### src/rtl/blkdg_pkg.sv
// Shared types and codes for the block-diagonal gradient entry unit.
package blkdg_pkg;

  localparam int unsigned IDX_FW = 6;   // width of the row / col fields
  localparam int unsigned CFG_W  = 7;   // width of a configuration register
  localparam int unsigned ACC_W  = 54;  // 48-bit terms summed over up to 64 rows

  typedef enum logic [2:0] {
    ACT_LD_INV  = 3'd0,
    ACT_LD_TGT  = 3'd1,
    ACT_LD_DIAG = 3'd2,
    ACT_LD_FPW  = 3'd3,
    ACT_QUERY   = 3'd4
  } action_e;

  typedef enum logic [1:0] {
    ST_OK    = 2'd0,
    ST_RANGE = 2'd1,
    ST_SAT   = 2'd2
  } status_e;

  typedef enum logic [1:0] {
    CFG_CLASS_COUNT = 2'd0,
    CFG_CLASS_SIZE  = 2'd1
  } cfg_index_e;

  typedef struct packed {
    logic [2:0]         action;
    logic [IDX_FW-1:0]  row;
    logic [IDX_FW-1:0]  col;
    logic signed [31:0] value;
  } in_item_t;

  typedef struct packed {
    logic signed [31:0] result_value;
    logic [1:0]         status;
  } out_item_t;

  // controller -> datapath
  typedef struct packed {
    logic               wr_inv;
    logic               wr_tgt;
    logic               wr_diag;
    logic               wr_fpw;
    logic [IDX_FW-1:0]  row;
    logic [IDX_FW-1:0]  col;
    logic signed [31:0] value;
    logic               acc_clr;
    logic               issue;
    logic [IDX_FW-1:0]  k;
    logic               out_load;
    logic               out_from_acc;
    logic [1:0]         out_status;
  } ctl_cmd_t;

  // datapath -> controller
  typedef struct packed {
    logic pipe_busy;
    logic out_free;
  } dp_sts_t;

endpackage

### src/rtl/blkdg_ctrl.sv
// Controller: configuration registers, item decode and the row walk sequencer.
module blkdg_ctrl #(
  parameter int unsigned MAX_N = 64
) (
  input  logic                     clk_i,
  input  logic                     rst_ni,
  input  logic                     in_valid_i,
  output logic                     in_ready_o,
  input  blkdg_pkg::in_item_t      in_data_i,
  input  logic                     cfg_valid_i,
  input  logic [1:0]               cfg_index_i,
  input  logic [blkdg_pkg::CFG_W-1:0] cfg_data_i,
  output blkdg_pkg::ctl_cmd_t      cmd_o,
  input  blkdg_pkg::dp_sts_t       sts_i
);
  import blkdg_pkg::*;

  localparam int unsigned DIM_N = (MAX_N < 64) ? MAX_N : 64;
  localparam int unsigned IDX_W = $clog2(DIM_N);

  localparam logic [2:0] S_IDLE  = 3'd0;
  localparam logic [2:0] S_EXEC  = 3'd1;
  localparam logic [2:0] S_RUN   = 3'd2;
  localparam logic [2:0] S_DRAIN = 3'd3;
  localparam logic [2:0] S_RESP  = 3'd4;

  logic [2:0]       state_q, state_d;
  in_item_t         op_q;
  logic [CFG_W-1:0] count_q, size_q;
  logic [IDX_W-1:0] k_q, k_d, nlast_q, nlast_d;
  logic [IDX_W-1:0] pos_q, pos_d, blk_q, blk_d, rid_q, rid_d, cid_q, cid_d;
  logic             rsp_acc_q, rsp_acc_d;
  logic [1:0]       rsp_st_q, rsp_st_d;

  logic [13:0] n_w;
  logic        ld_bad, q_bad;

  assign n_w    = {7'b0, count_q} * {7'b0, size_q};
  assign ld_bad = (32'(op_q.row) >= MAX_N) ||
                  ((op_q.action == ACT_LD_INV) && (32'(op_q.col) >= MAX_N));
  assign q_bad  = (count_q == '0) || (size_q == '0) || (n_w > 14'(MAX_N)) ||
                  (n_w > 14'd64) || (14'(op_q.row) >= n_w) || (14'(op_q.col) >= n_w);

  always_ff @(posedge clk_i or negedge rst_ni) begin
    if (!rst_ni) begin
      count_q <= CFG_W'(1);
      size_q  <= CFG_W'(1);
    end else if (cfg_valid_i) begin
      case (cfg_index_i)
        CFG_CLASS_COUNT: count_q <= cfg_data_i;
        CFG_CLASS_SIZE:  size_q  <= cfg_data_i;
        default: ;
      endcase
    end
  end

  always_comb begin
    state_d   = state_q;
    k_d       = k_q;
    nlast_d   = nlast_q;
    pos_d     = pos_q;
    blk_d     = blk_q;
    rid_d     = rid_q;
    cid_d     = cid_q;
    rsp_acc_d = rsp_acc_q;
    rsp_st_d  = rsp_st_q;

    cmd_o              = '0;
    cmd_o.row          = op_q.row;
    cmd_o.col          = op_q.col;
    cmd_o.value        = op_q.value;
    cmd_o.k            = IDX_FW'(k_q);
    cmd_o.out_from_acc = rsp_acc_q;
    cmd_o.out_status   = rsp_st_q;

    case (state_q)
      S_IDLE: begin
        if (in_valid_i) begin
          state_d = S_EXEC;
        end
      end
      S_EXEC: begin
        rsp_acc_d = 1'b0;
        rsp_st_d  = ST_RANGE;
        state_d   = S_RESP;
        case (op_q.action)
          ACT_LD_INV, ACT_LD_TGT, ACT_LD_DIAG, ACT_LD_FPW: begin
            if (!ld_bad) begin
              rsp_st_d      = ST_OK;
              cmd_o.wr_inv  = (op_q.action == ACT_LD_INV);
              cmd_o.wr_tgt  = (op_q.action == ACT_LD_TGT);
              cmd_o.wr_diag = (op_q.action == ACT_LD_DIAG);
              cmd_o.wr_fpw  = (op_q.action == ACT_LD_FPW);
            end
          end
          ACT_QUERY: begin
            if (!q_bad) begin
              cmd_o.acc_clr = 1'b1;
              k_d           = '0;
              pos_d         = '0;
              blk_d         = '0;
              nlast_d       = IDX_W'(n_w - 14'd1);
              state_d       = S_RUN;
            end
          end
          default: ;
        endcase
      end
      S_RUN: begin
        cmd_o.issue = 1'b1;
        // block number of each walked row, caught where it meets i and j
        if (IDX_FW'(k_q) == op_q.row) begin
          rid_d = blk_q;
        end
        if (IDX_FW'(k_q) == op_q.col) begin
          cid_d = blk_q;
        end
        if (CFG_W'(pos_q) == size_q - CFG_W'(1)) begin
          pos_d = '0;
          blk_d = blk_q + IDX_W'(1);
        end else begin
          pos_d = pos_q + IDX_W'(1);
        end
        k_d = k_q + IDX_W'(1);
        if (k_q == nlast_q) begin
          state_d = S_DRAIN;
        end
      end
      S_DRAIN: begin
        if (!sts_i.pipe_busy) begin
          rsp_acc_d = (rid_q == cid_q);
          rsp_st_d  = ST_OK;
          state_d   = S_RESP;
        end
      end
      S_RESP: begin
        if (sts_i.out_free) begin
          cmd_o.out_load = 1'b1;
          state_d        = S_IDLE;
        end
      end
      default: begin
        state_d = S_IDLE;
      end
    endcase
  end

  always_ff @(posedge clk_i or negedge rst_ni) begin
    if (!rst_ni) begin
      state_q <= S_IDLE;
    end else begin
      state_q <= state_d;
    end
  end

  always_ff @(posedge clk_i) begin
    if (in_valid_i && in_ready_o) begin
      op_q <= in_data_i;
    end
    k_q       <= k_d;
    nlast_q   <= nlast_d;
    pos_q     <= pos_d;
    blk_q     <= blk_d;
    rid_q     <= rid_d;
    cid_q     <= cid_d;
    rsp_acc_q <= rsp_acc_d;
    rsp_st_q  <= rsp_st_d;
  end

  assign in_ready_o = (state_q == S_IDLE);

endmodule

### config.mk
export PLATFORM = sky130hd
export DESIGN_NAME = blkdg_ctrl
export DESIGN_NICKNAME = d
export VERILOG_FILES = /design/src/rtl/blkdg_pkg.sv /design/src/rtl/blkdg_ctrl.sv
export SDC_FILE = /design/constraint.sdc
export NUM_CORES = 1
export LEC_CHECK = 0
export ABC_AREA = 1
export BUFFER_PORTS_ARGS = -buffer_cell sky130_fd_sc_hd__buf_4
export CORE_UTILIZATION = 53
export CTS_BUF_LIST = sky130_fd_sc_hd__clkbuf_4
export DETAILED_ROUTE_END_ITERATION = 6
export HOLD_SLACK_MARGIN = 0.15
export PLACE_DENSITY = 0.81
export SYNTH_ARGS = -nofsm -noshare
export SYNTH_HDL_FRONTEND = slang
export SYNTH_SLANG_ARGS = --single-unit
### constraint.sdc
create_clock -name clk_i -period 5.6 [get_ports clk_i]
set_input_delay 0.28 -clock clk_i [delete_from_list [all_inputs] [get_ports clk_i]]
set_output_delay 0.28 -clock clk_i [all_outputs]
set_load 0.01 [all_outputs]
==> results of run 1 <==
[synth_stat cells (2+ instances only)]
| cell type | number |
|---|---|
| edfxtp_1 | 85 |
| o21ai_0 | 20 |
| nor4_1 | 6 |
| inv_2 | 6 |
| clkbuf_1 | 7 |
| or2_2 | 2 |
| xnor2_1 | 22 |
| nand2_1 | 154 |
| nand3_1 | 30 |
| nor2_2 | 2 |
| fa_1 | 24 |
| nand4_1 | 9 |
| buf_4 | 46 |
| xor2_1 | 24 |
| inv_1 | 124 |
| buf_2 | 14 |
| dfrtp_1 | 15 |
| ha_1 | 51 |
| nor2_1 | 37 |
| nor3_1 | 10 |
| a21oi_1 | 12 |
| dfstp_2 | 2 |
| and2_1 | 2 |
| nand3_2 | 2 |
| nand2_2 | 6 |
[through the flow]
step / hold WS, ps / total power, W
2_1_floorplan: -15.59 / 0.001927
3_3_place_gp: 158.4 / 0.002168
3_5_place_dp: 158.9 / 0.002195
4_1_cts: 150.1 / 0.002635
5_1_grt: 193.6 / 0.002865
6_report: 177.5 / 0.002655
[worst register-to-register path: cells and delay by family, from the launching register on]
kind / cells / cell delay, ps
adder cells (fa/ha/maj): 5 / 2350
flip-flops: 1 / 570
AND/OR/NAND/NOR: 12 / 1100
AO/OA/AOI/OAI: 1 / 490
buffers and inverters: 4 / 210
[per-layer routing]
metal | vias to the layer above | track usage, % | wire, µm
li1 | 2498 | - | -
met5 | - | 0 | 0
met1 | 2439 | 29.46 | 6013
met4 | 0 | 8.918 | 278
met3 | 21 | 3.690 | 637
met2 | 134 | 41.65 | 7399
[flip-flops by register name (all words and copies together) (netlist names)]
name / cells
blk_q: 6
cid_q: 6
cmd_o: 44
count_q: 7
k_q: 6
nlast_q: 6
op_q: 3
pos_q: 6
rid_q: 6
rsp_acc_q: 1
rsp_st_q: 1
size_q: 7
state_q: 3
[area by class of cell]
| cell class | instances | area, µm² | area share, % |
|---|---|---|---|
| Clock inverter | 7 | 78.83 | 0.9484 |
| Clock buffer | 9 | 67.56 | 0.8129 |
| Multi-Input combinational cell | 421 | 2887 | 34.73 |
| Timing Repair Buffer | 191 | 1577 | 18.97 |
| Tap cell | 168 | 210.2 | 2.529 |
| Sequential cell | 102 | 2983 | 35.89 |
| Inverter | 132 | 509.2 | 6.127 |
[repair_timing]
item / 4_1_cts / 5_1_grt
setup endpoints to repair: 1 / 7
pin swaps: 0 / 1
endpoints found under the hold margin: 80 / 0
gates resized for setup: 0 / 6
hold buffers: 57 / 0
setup buffers: 1 / 0
[cells by family (layout without fill, tap and decap cells)]
group,after synthesis,after routing,synth area share (%)
DFF,102,102,43.94
and+or+nand+nor,263,263,16.73
buffers and inverters,199,339,14.02
xor gates and xnor gates,46,46,5.940
other,1,1,0.05529
AOI/OAI and AO/OA,36,36,2.823
adders and majority gates,75,75,16.49
[report_power, final]
group | internal [W] | leakage, nW | switching, W | total [W]
Combinational | 0.000507 | 3.07 | 0.000694 | 0.00120
Clock | 0.000143 | 0.0818 | 0.000265 | 0.000408
Sequential | 0.000962 | 0.959 | 0.0000835 | 0.00105
Total | 0.00161 | 4.11 | 0.00104 | 0.00265
[final timing paths]
| check | endpoint | slack, ps | cells past startpoint |
|---|---|---|---|
| min in group clk_i | state_q[1] | 310 | 6 |
| worst max-delay path | cmd_o[11] | 370 | 23 |
| max in group asynchronous | count_q[0] | 5170 | 2 |
| worst max register to register | blk_q[3] | 540 | 22 |
| worst min register to register | cid_q[4] | 530 | 0 |
| worst min-delay path | size_q[5] | 180 | 2 |
==> impl_results.html, run 1 <==
<table>
<tr><th>Metric</th><th>Value</th></tr>
<tr><th colspan="2">Job</th></tr>
<tr><td>Max-capacitance violation count</td><td>0</td></tr>
<tr><th colspan="2">Critical path</th></tr>
<tr><td>Cell breakdown of the critical path</td><td>nand2_1 -&gt; fa_1 -&gt; fa_1 -&gt; inv_1 -&gt; fa_1 -&gt; inv_1 -&gt; fa_1 -&gt; inv_1 -&gt; ha_4 -&gt; nand2_2 -&gt; inv_2 -&gt; nand2_1 -&gt; nand3_1 -&gt; nand2_1 -&gt; nand2_1 -&gt; nor2_1 -&gt; nand2_1 -&gt; nor2_1 -&gt; nand3_2 -&gt; nor2_4 -&gt; nand3_2 -&gt; inv_2 -&gt; buf_4</td></tr>
<tr><td>Critical Path Most Common Cell</td><td>nand2_1</td></tr>
<tr><td>Critical R2R Launch</td><td>count_q[0]</td></tr>
<tr><td>Category of cells accounting for the largest share of critical-path delay</td><td>adder cells</td></tr>
<tr><td>Worst EP arrival</td><td>between 4000 and 5000 ps</td></tr>
<tr><td>Start-to-end type of the worst setup path</td><td>reg -&gt; out</td></tr>
<tr><td>Worst Path Required</td><td>5320 ps</td></tr>
<tr><td>Worst setup path startpoint</td><td>count_q[0]</td></tr>
<tr><td>Critical path fanouts, max</td><td>5</td></tr>
<tr><td>Delay of the slowest cell on the worst path</td><td>between 500 and 600 ps</td></tr>
<tr><td>Cell with the largest stage delay on the worst path</td><td>dfstp_2</td></tr>
<tr><td>Critical path buffer and inverter count</td><td>6</td></tr>
<tr><td>Crit path launch type</td><td>flop</td></tr>
<tr><td>Endpoint type of the worst setup path</td><td>output port</td></tr>
<tr><th colspan="2">Route</th></tr>
<tr><td>First-pass DRT Iterations</td><td>5</td></tr>
<tr><td>Post-route DRC</td><td>0</td></tr>
<tr><td>DRT antenna net count</td><td>0</td></tr>
<tr><td>Total vias in the final route</td><td>slightly above 5000</td></tr>
<tr><td>Vias per cell</td><td>4.944</td></tr>
<tr><td>Wire length per cell</td><td>13.91 µm</td></tr>
<tr><td>Initial drt markers</td><td>234</td></tr>
<tr><td>Total detailed-routing wirelength</td><td>14330 µm</td></tr>
<tr><th colspan="2">STA</th></tr>
<tr><td>Hold Fails Final Rpt</td><td>0</td></tr>
<tr><td>Top achievable clock speed</td><td>191.2 MHz</td></tr>
<tr><td>Final Skew</td><td>24.65 ps</td></tr>
<tr><td>RSZ-0062 raised after global routing</td><td>false</td></tr>
<tr><td>Max-Slew Margin vs Limit</td><td>approximately 60%</td></tr>
<tr><td>Clock period minus worst slack</td><td>roughly 5200 ps</td></tr>
<tr><td>Setup TNS</td><td>0 ps</td></tr>
<tr><td>Fin crit share</td><td>93.40%</td></tr>
<tr><td>Post-layout worst setup margin</td><td>369.6 ps</td></tr>
<tr><td>Max Slew Vio Count</td><td>0</td></tr>
<tr><td>Transition time at the pin with the least slew margin</td><td>between 600 and 700 ps</td></tr>
<tr><td>Finish-stage setup viols</td><td>0</td></tr>
<tr><th colspan="2">Logic synthesis</th></tr>
<tr><td>Cell types occupying the most area after synthesis</td><td>edfxtp_1 (38%), ha_1 (9.4%), nand2_1 (8.5%)</td></tr>
<tr><td>Sequential fraction of the synthesis area</td><td>43.94%</td></tr>
<tr><td>Post-synthesis cell type with the largest combined area</td><td>edfxtp_1</td></tr>
<tr><td>Area of the mapped netlist</td><td>0.006783 mm²</td></tr>
<tr><td>Post-Syn Instances</td><td>722</td></tr>
<tr><td>Top cell type's share of synthesized area</td><td>between 30% and 40%</td></tr>
<tr><td>Number of distinct library cells after synthesis</td><td>35</td></tr>
<tr><td>Yosys reg bits</td><td>between 100 and 150</td></tr>
<tr><td>Number of warning messages in the yosys log</td><td>0</td></tr>
<tr><td>Dominant synthesized flop cell</td><td>edfxtp_1</td></tr>
<tr><td>Proportion of register bits with asynchronous set or reset after synthesis</td><td>16.67%</td></tr>
<tr><td>Number of synthesized flops with an enable pin</td><td>85</td></tr>
<tr><td>Total nets after synthesis</td><td>859</td></tr>
<tr><td>Average instance area after synthesis</td><td>about 9.4 µm²</td></tr>
<tr><th colspan="2">Clock tree</th></tr>
<tr><td>Number of CTS-inserted buffers</td><td>9</td></tr>
<tr><td>H-tree Lvls</td><td>3</td></tr>
<tr><td>Clock latency of the later-clocked register in the worst-skew pair</td><td>~490 ps</td></tr>
<tr><td>Clock Pin Slew Worst Setup and Hold Paths</td><td>160 ps</td></tr>
<tr><td>Total number of clock tree sinks</td><td>102</td></tr>
<tr><td>Clock root buffer</td><td>clkbuf_4</td></tr>
<tr><td>CTS tree</td><td>built</td></tr>
<tr><td>Max clock buf depth</td><td>2</td></tr>
<tr><th colspan="2">Final layout</th></tr>
<tr><td>Fin cells</td><td>1030</td></tr>
<tr><td>Most common library cell in the layout ignoring fill and taps</td><td>nand2_1</td></tr>
<tr><td>Number of filler instances in the final layout</td><td>883</td></tr>
<tr><td>Antenna cells</td><td>0</td></tr>
<tr><td>Synthesis-to-layout area growth</td><td>22.54%</td></tr>
<tr><td>Final standard cell utilization of the core</td><td>67.79%</td></tr>
<tr><td>Most frequent cells in the layout</td><td>nand2_1 (154), buf_4 (134), inv_1 (123), edfxtp_1 (85), dlygate4sd3_1 (57)</td></tr>
<tr><td>Ratio of cells with drive above 1 in the final layout</td><td>about 21%</td></tr>
<tr><td>Summed area of non-filler cells in the final layout</td><td>0.008312 mm²</td></tr>
<tr><td>Total Nets Final</td><td>994</td></tr>
<tr><th colspan="2">Placement</th></tr>
<tr><td>Total placed cells including tap cells</td><td>between 900 and 1000</td></tr>
<tr><td>Pre-CTS setup slack</td><td>296.8 ps</td></tr>
<tr><td>Routability-driven placement congestion ratio</td><td>0.8566</td></tr>
<tr><td>Post-detailed-placement half-perimeter wirelength</td><td>10320 µm</td></tr>
<tr><td>Quantity of I/O buffers inserted on ports</td><td>121</td></tr>
<tr><td>Post-Place Cell Area</td><td>0.007565 mm²</td></tr>
<tr><th colspan="2">Floorplanning</th></tr>
<tr><td>Floorplan row count</td><td>40</td></tr>
<tr><td>I/O pin total</td><td>123</td></tr>
<tr><td>Total Die Area</td><td>0.01325 mm²</td></tr>
<tr><td>Standard cell core area</td><td>0.01226 mm²</td></tr>
<tr><td>Overall die width</td><td>115.1 µm</td></tr>
<tr><td>Die Ht</td><td>115.1 µm</td></tr>
<tr><td>Initial Utilization</td><td>55.32%</td></tr>
<tr><th colspan="2">Power and ir drop</th></tr>
<tr><td>Power density over the cells</td><td>around 320 mW/mm²</td></tr>
<tr><td>Static Leak</td><td>4.107 nW</td></tr>
<tr><td>Worst vdd ir</td><td>0.0001756 V</td></tr>
<tr><th colspan="2">Global routing</th></tr>
<tr><td>All-Layer GR Usage</td><td>a little under a quarter</td></tr>
<tr><td>Via count of the first global-routing pass</td><td>5070</td></tr>
<tr><td>Maximum number of pins on one net before global-route repair</td><td>48</td></tr>
<tr><td>Global-route wire length before repair</td><td>23960 µm</td></tr>
<tr><td>Final global-route overflow total</td><td>0</td></tr>
<tr><td>Number of antenna violations at the first check in global routing</td><td>0</td></tr>
<tr><th colspan="2">Run status</th></tr>
<tr><td>Result of the run</td><td>complete, no violations</td></tr>
<tr><th colspan="2">Min path</th></tr>
<tr><td>Class of the most critical hold timing path</td><td>in -&gt; async</td></tr>
</table>
Note: power is estimated with default switching activity, not from simulation.
==> run 2: changes to the inputs <==
==> constraint.sdc (replaced) <==
create_clock -name clk_i -period 5.6 [get_ports clk_i]
set_input_delay 0.56 -clock clk_i [delete_from_list [all_inputs] [get_ports clk_i]]
set_output_delay 0.56 -clock clk_i [all_outputs]
set_load 0.01 [all_outputs]
==> impl_results.html, run 2 (same netlist as run 1, synthesis figures left out) <==
<table>
<tr><th>Metric</th><th>Value</th></tr>
<tr><th colspan="2">Route</th></tr>
<tr><td>Post-route DRC</td><td>0 (unchanged)</td></tr>
<tr><td>Vias per cell</td><td>4.995 (+1.0%)</td></tr>
<tr><td>Total vias in the final route</td><td>4895 (-3.9%)</td></tr>
<tr><td>DRT antenna net count</td><td>0 (unchanged)</td></tr>
<tr><td>Wire length per cell</td><td>14.01 µm (+0.72%)</td></tr>
<tr><td>Initial drt markers</td><td>315 (+35%)</td></tr>
<tr><td>Total detailed-routing wirelength</td><td>13730 µm (-4.2%)</td></tr>
<tr><td>First-pass DRT Iterations</td><td>7 (+2)</td></tr>
<tr><th colspan="2">Clock tree</th></tr>
<tr><td>Clock latency of the later-clocked register in the worst-skew pair</td><td>490 ps (about the same)</td></tr>
<tr><td>H-tree Lvls</td><td>3 (unchanged)</td></tr>
<tr><td>Max clock buf depth</td><td>2 (unchanged)</td></tr>
<tr><td>Clock Pin Slew Worst Setup and Hold Paths</td><td>170 ps (about the same)</td></tr>
<tr><td>CTS tree</td><td>built</td></tr>
<tr><td>Number of CTS-inserted buffers</td><td>9 (unchanged)</td></tr>
<tr><td>Clock root buffer</td><td>clkbuf_4</td></tr>
<tr><td>Total number of clock tree sinks</td><td>102 (unchanged)</td></tr>
<tr><th colspan="2">Final layout</th></tr>
<tr><td>Total Nets Final</td><td>943 (-5.1%)</td></tr>
<tr><td>Ratio of cells with drive above 1 in the final layout</td><td>24.41% (+3.6 points)</td></tr>
<tr><td>Synthesis-to-layout area growth</td><td>15.64%</td></tr>
<tr><td>Summed area of non-filler cells in the final layout</td><td>0.007844 mm² (-5.6%)</td></tr>
<tr><td>Most common library cell in the layout ignoring fill and taps</td><td>nand2_1</td></tr>
<tr><td>Fin cells</td><td>980 (-4.9%)</td></tr>
<tr><td>Most frequent cells in the layout</td><td>nand2_1 (148), buf_4 (138), inv_1 (120), edfxtp_1 (85), ha_1 (49)</td></tr>
<tr><td>Number of filler instances in the final layout</td><td>997 (+13%)</td></tr>
<tr><td>Number of flip-flops in the largest register</td><td>44 (unchanged)</td></tr>
<tr><th colspan="2">Power and ir drop</th></tr>
<tr><td>Switching Fraction</td><td>39.96% (+0.68 points)</td></tr>
<tr><td>Combinational power share</td><td>46.3% (+1.0 points)</td></tr>
<tr><td>Power density over the cells</td><td>343.8 mW/mm² (+7.6%)</td></tr>
<tr><td>Worst vdd ir</td><td>0.0001772 V (+0.91%)</td></tr>
<tr><td>NetSw</td><td>0.001078 W (+3.3%)</td></tr>
<tr><td>Power share of the clock group</td><td>15.1% (-0.3 points)</td></tr>
<tr><td>Sequential share of power</td><td>38.6% (-0.8 points)</td></tr>
<tr><td>Static Leak</td><td>3.899 nW (-5.1%)</td></tr>
<tr><td>Internal Dissipation</td><td>0.001619 W (+0.43%)</td></tr>
<tr><td>Overall power after layout</td><td>0.002696 W (+1.6%)</td></tr>
<tr><th colspan="2">Critical path</th></tr>
<tr><td>Logic depth of the worst register-to-register path</td><td>24 (+9.1%)</td></tr>
<tr><td>Delay of the slowest cell on the worst path</td><td>570 ps (about the same)</td></tr>
<tr><td>Worst setup path endpoint</td><td>cmd_o[11]</td></tr>
<tr><td>Critical Path Most Common Cell</td><td>nand2_1</td></tr>
<tr><td>Worst EP arrival</td><td>4830 ps (-120 ps)</td></tr>
<tr><td>Critical path fanouts, max</td><td>8 (+3)</td></tr>
<tr><td>Worst setup path startpoint</td><td>count_q[2]</td></tr>
<tr><td>R2R Path End</td><td>blk_q[2]</td></tr>
<tr><td>Slack of the worst reg-to-reg path</td><td>490 ps (-50 ps)</td></tr>
<tr><td>Category of cells accounting for the largest share of critical-path delay</td><td>adder cells</td></tr>
<tr><td>Cell breakdown of the critical path</td><td>buf_4 -&gt; nand2_1 -&gt; inv_1 -&gt; fa_1 -&gt; ha_1 -&gt; inv_1 -&gt; fa_1 -&gt; inv_1 -&gt; fa_1 -&gt; ha_2 -&gt; nand2_4 -&gt; inv_2 -&gt; nand2_2 -&gt; nand3_2 -&gt; nand2_1 -&gt; nand2_1 -&gt; nor2_1 -&gt; nand2_1 -&gt; nor2_1 -&gt; nand3_2 -&gt; nor2_4 -&gt; nand3_4 -&gt; inv_4 -&gt; buf_6</td></tr>
<tr><td>Cell with the largest stage delay on the worst path</td><td>fa_1</td></tr>
<tr><td>Crit path launch type</td><td>flop</td></tr>
<tr><td>Start-to-end type of the worst setup path</td><td>reg -&gt; out</td></tr>
<tr><td>Worst Path Required</td><td>5040 ps (-280 ps)</td></tr>
<tr><td>Stages on the worst setup path</td><td>24 (+4.3%)</td></tr>
<tr><td>Endpoint type of the worst setup path</td><td>output port</td></tr>
<tr><td>Critical path buffer and inverter count</td><td>7 (+1)</td></tr>
<tr><td>Critical R2R Launch</td><td>count_q[2]</td></tr>
<tr><th colspan="2">Floorplanning</th></tr>
<tr><td>Initial Utilization</td><td>55.32% (unchanged)</td></tr>
<tr><td>Standard cell core area</td><td>0.01226 mm² (unchanged)</td></tr>
<tr><td>Overall die width</td><td>115.1 µm (unchanged)</td></tr>
<tr><td>Floorplan row count</td><td>40 (unchanged)</td></tr>
<tr><td>Die Ht</td><td>115.1 µm (unchanged)</td></tr>
<tr><td>I/O pin total</td><td>123 (unchanged)</td></tr>
<tr><td>Total Die Area</td><td>0.01325 mm² (unchanged)</td></tr>
<tr><th colspan="2">STA</th></tr>
<tr><td>Clock period minus worst slack</td><td>5390 ps (+159.9 ps)</td></tr>
<tr><td>Final Skew</td><td>19.47 ps (-5.178 ps)</td></tr>
<tr><td>Top achievable clock speed</td><td>185.5 MHz (-3.0%)</td></tr>
<tr><td>Hold Fails Final Rpt</td><td>0 (unchanged)</td></tr>
<tr><td>Fin crit share</td><td>96.26% (+2.9 points)</td></tr>
<tr><td>Max Slew Vio Count</td><td>0 (unchanged)</td></tr>
<tr><td>Transition time at the pin with the least slew margin</td><td>746.7 ps (+143.2 ps)</td></tr>
<tr><td>Max-Slew Margin vs Limit</td><td>49.95% (-9.8 points)</td></tr>
<tr><td>Finish-stage setup viols</td><td>0 (unchanged)</td></tr>
<tr><td>Post-layout worst setup margin</td><td>209.7 ps (-159.9 ps)</td></tr>
<tr><th colspan="2">Global routing</th></tr>
<tr><td>Maximum number of pins on one net before global-route repair</td><td>48 (unchanged)</td></tr>
<tr><td>All-Layer GR Usage</td><td>21.77% (-1.9 points)</td></tr>
<tr><td>Final global-route overflow total</td><td>0 (unchanged)</td></tr>
<tr><td>Global-route wire length before repair</td><td>21980 µm (-8.3%)</td></tr>
<tr><td>Number of antenna violations at the first check in global routing</td><td>1 (+1)</td></tr>
<tr><td>Via count of the first global-routing pass</td><td>4787 (-5.6%)</td></tr>
<tr><th colspan="2">Placement</th></tr>
<tr><td>Pre-CTS setup slack</td><td>305.9 ps (+9.126 ps)</td></tr>
<tr><td>Total placed cells including tap cells</td><td>955 (-0.10%)</td></tr>
<tr><td>Post-detailed-placement half-perimeter wirelength</td><td>10600 µm (+2.7%)</td></tr>
<tr><td>Quantity of I/O buffers inserted on ports</td><td>121 (unchanged)</td></tr>
<tr><td>Post-Place Cell Area</td><td>0.007557 mm² (about the same)</td></tr>
<tr><td>Routability-driven placement congestion ratio</td><td>0.8572 (about the same)</td></tr>
<tr><th colspan="2">Min path</th></tr>
<tr><td>Class of the most critical hold timing path</td><td>in -&gt; reg</td></tr>
<tr><th colspan="2">Run status</th></tr>
<tr><td>Result of the run</td><td>complete, no violations</td></tr>
<tr><th colspan="2">Job</th></tr>
<tr><td>Max-capacitance violation count</td><td>0 (unchanged)</td></tr>
</table>
==> run 2: power by group through the flow <==
stage               Combinational (W)  Clock [W]  Sequential (W)
finish                        0.00125   0.000406         0.00104
global route                  0.00140   0.000441         0.00105
CTS                           0.00118   0.000413         0.00105
detailed placement            0.00115          0         0.00106
global placement              0.00111          0         0.00106
floorplan                    0.000905          0         0.00102
==> run 2: area by class of cell <==
class / count / area (µm²) / share of cell area [%]
Antenna cell: 1 / 2.502 / 0.03190
Clock buffer: 9 / 67.56 / 0.8614
Clock inverter: 7 / 80.08 / 1.021
Inverter: 132 / 511.7 / 6.524
Multi-Input combinational cell: 421 / 2930 / 37.36
Sequential cell: 102 / 2984 / 38.04
Tap cell: 168 / 210.2 / 2.680
Timing Repair Buffer: 140 / 1057 / 13.48
==> run 2: layer usage <==
metal | vias up | track usage [%] | wire, µm | part of all wire (%)
li1 | 2396 | - | - | -
met1 | 2352 | 27.07 | 5686 | 41
met2 | 128 | 38.07 | 7211 | 53
met3 | 19 | 3.216 | 585 | 4.3
met4 | 0 | 9.004 | 246 | 1.8
met5 | - | 0 | 0 | 0
==> run 2: worst min-delay path by stage <==
stage,from,endpoint,depth (start not counted)
3_5_place_dp,rst_ni,size_q[5],1
4_1_cts,in_data_i[25],cmd_o[37],1
2_1_floorplan,rst_ni,count_q[1],0
6_report,in_data_i[25],cmd_o[37],1
5_1_grt,in_data_i[30],cmd_o[42],1
3_3_place_gp,rst_ni,size_q[5],1
==> run 2: metrics by stage <==
step	hold slack, ps	setup TNS [ps]	util (%)
after floorplan	264.4	0	-
after global placement	434.8	0	61.63
after detailed placement	437.2	0	61.63
after CTS	190.9	0	63.15
after global routing	183.6	-32.17	63.97
final	225.7	0	63.97
==> run 2: worst reg2reg max path: cells and delay by family (launching register included) <==
kind	cells	cell delay (ps)
adders and majority gates	5	2180
buffers and inverters	6	570
AOI/OAI and AO/OA	1	460
and+or+nand+nor	12	1170
DFF	1	420
==> run 2: what timing repair did <==
| item | CTS | global route |
|---|---|---|
| gates resized for setup | 5 | 21 |
| endpoints found under the hold margin | 17 | 0 |
| endpoints found under the setup margin | 1 | 1 |
| hold buffers | 1 | 0 |
| setup buffers | 1 | 6 |
| pin swaps | 0 | 13 |
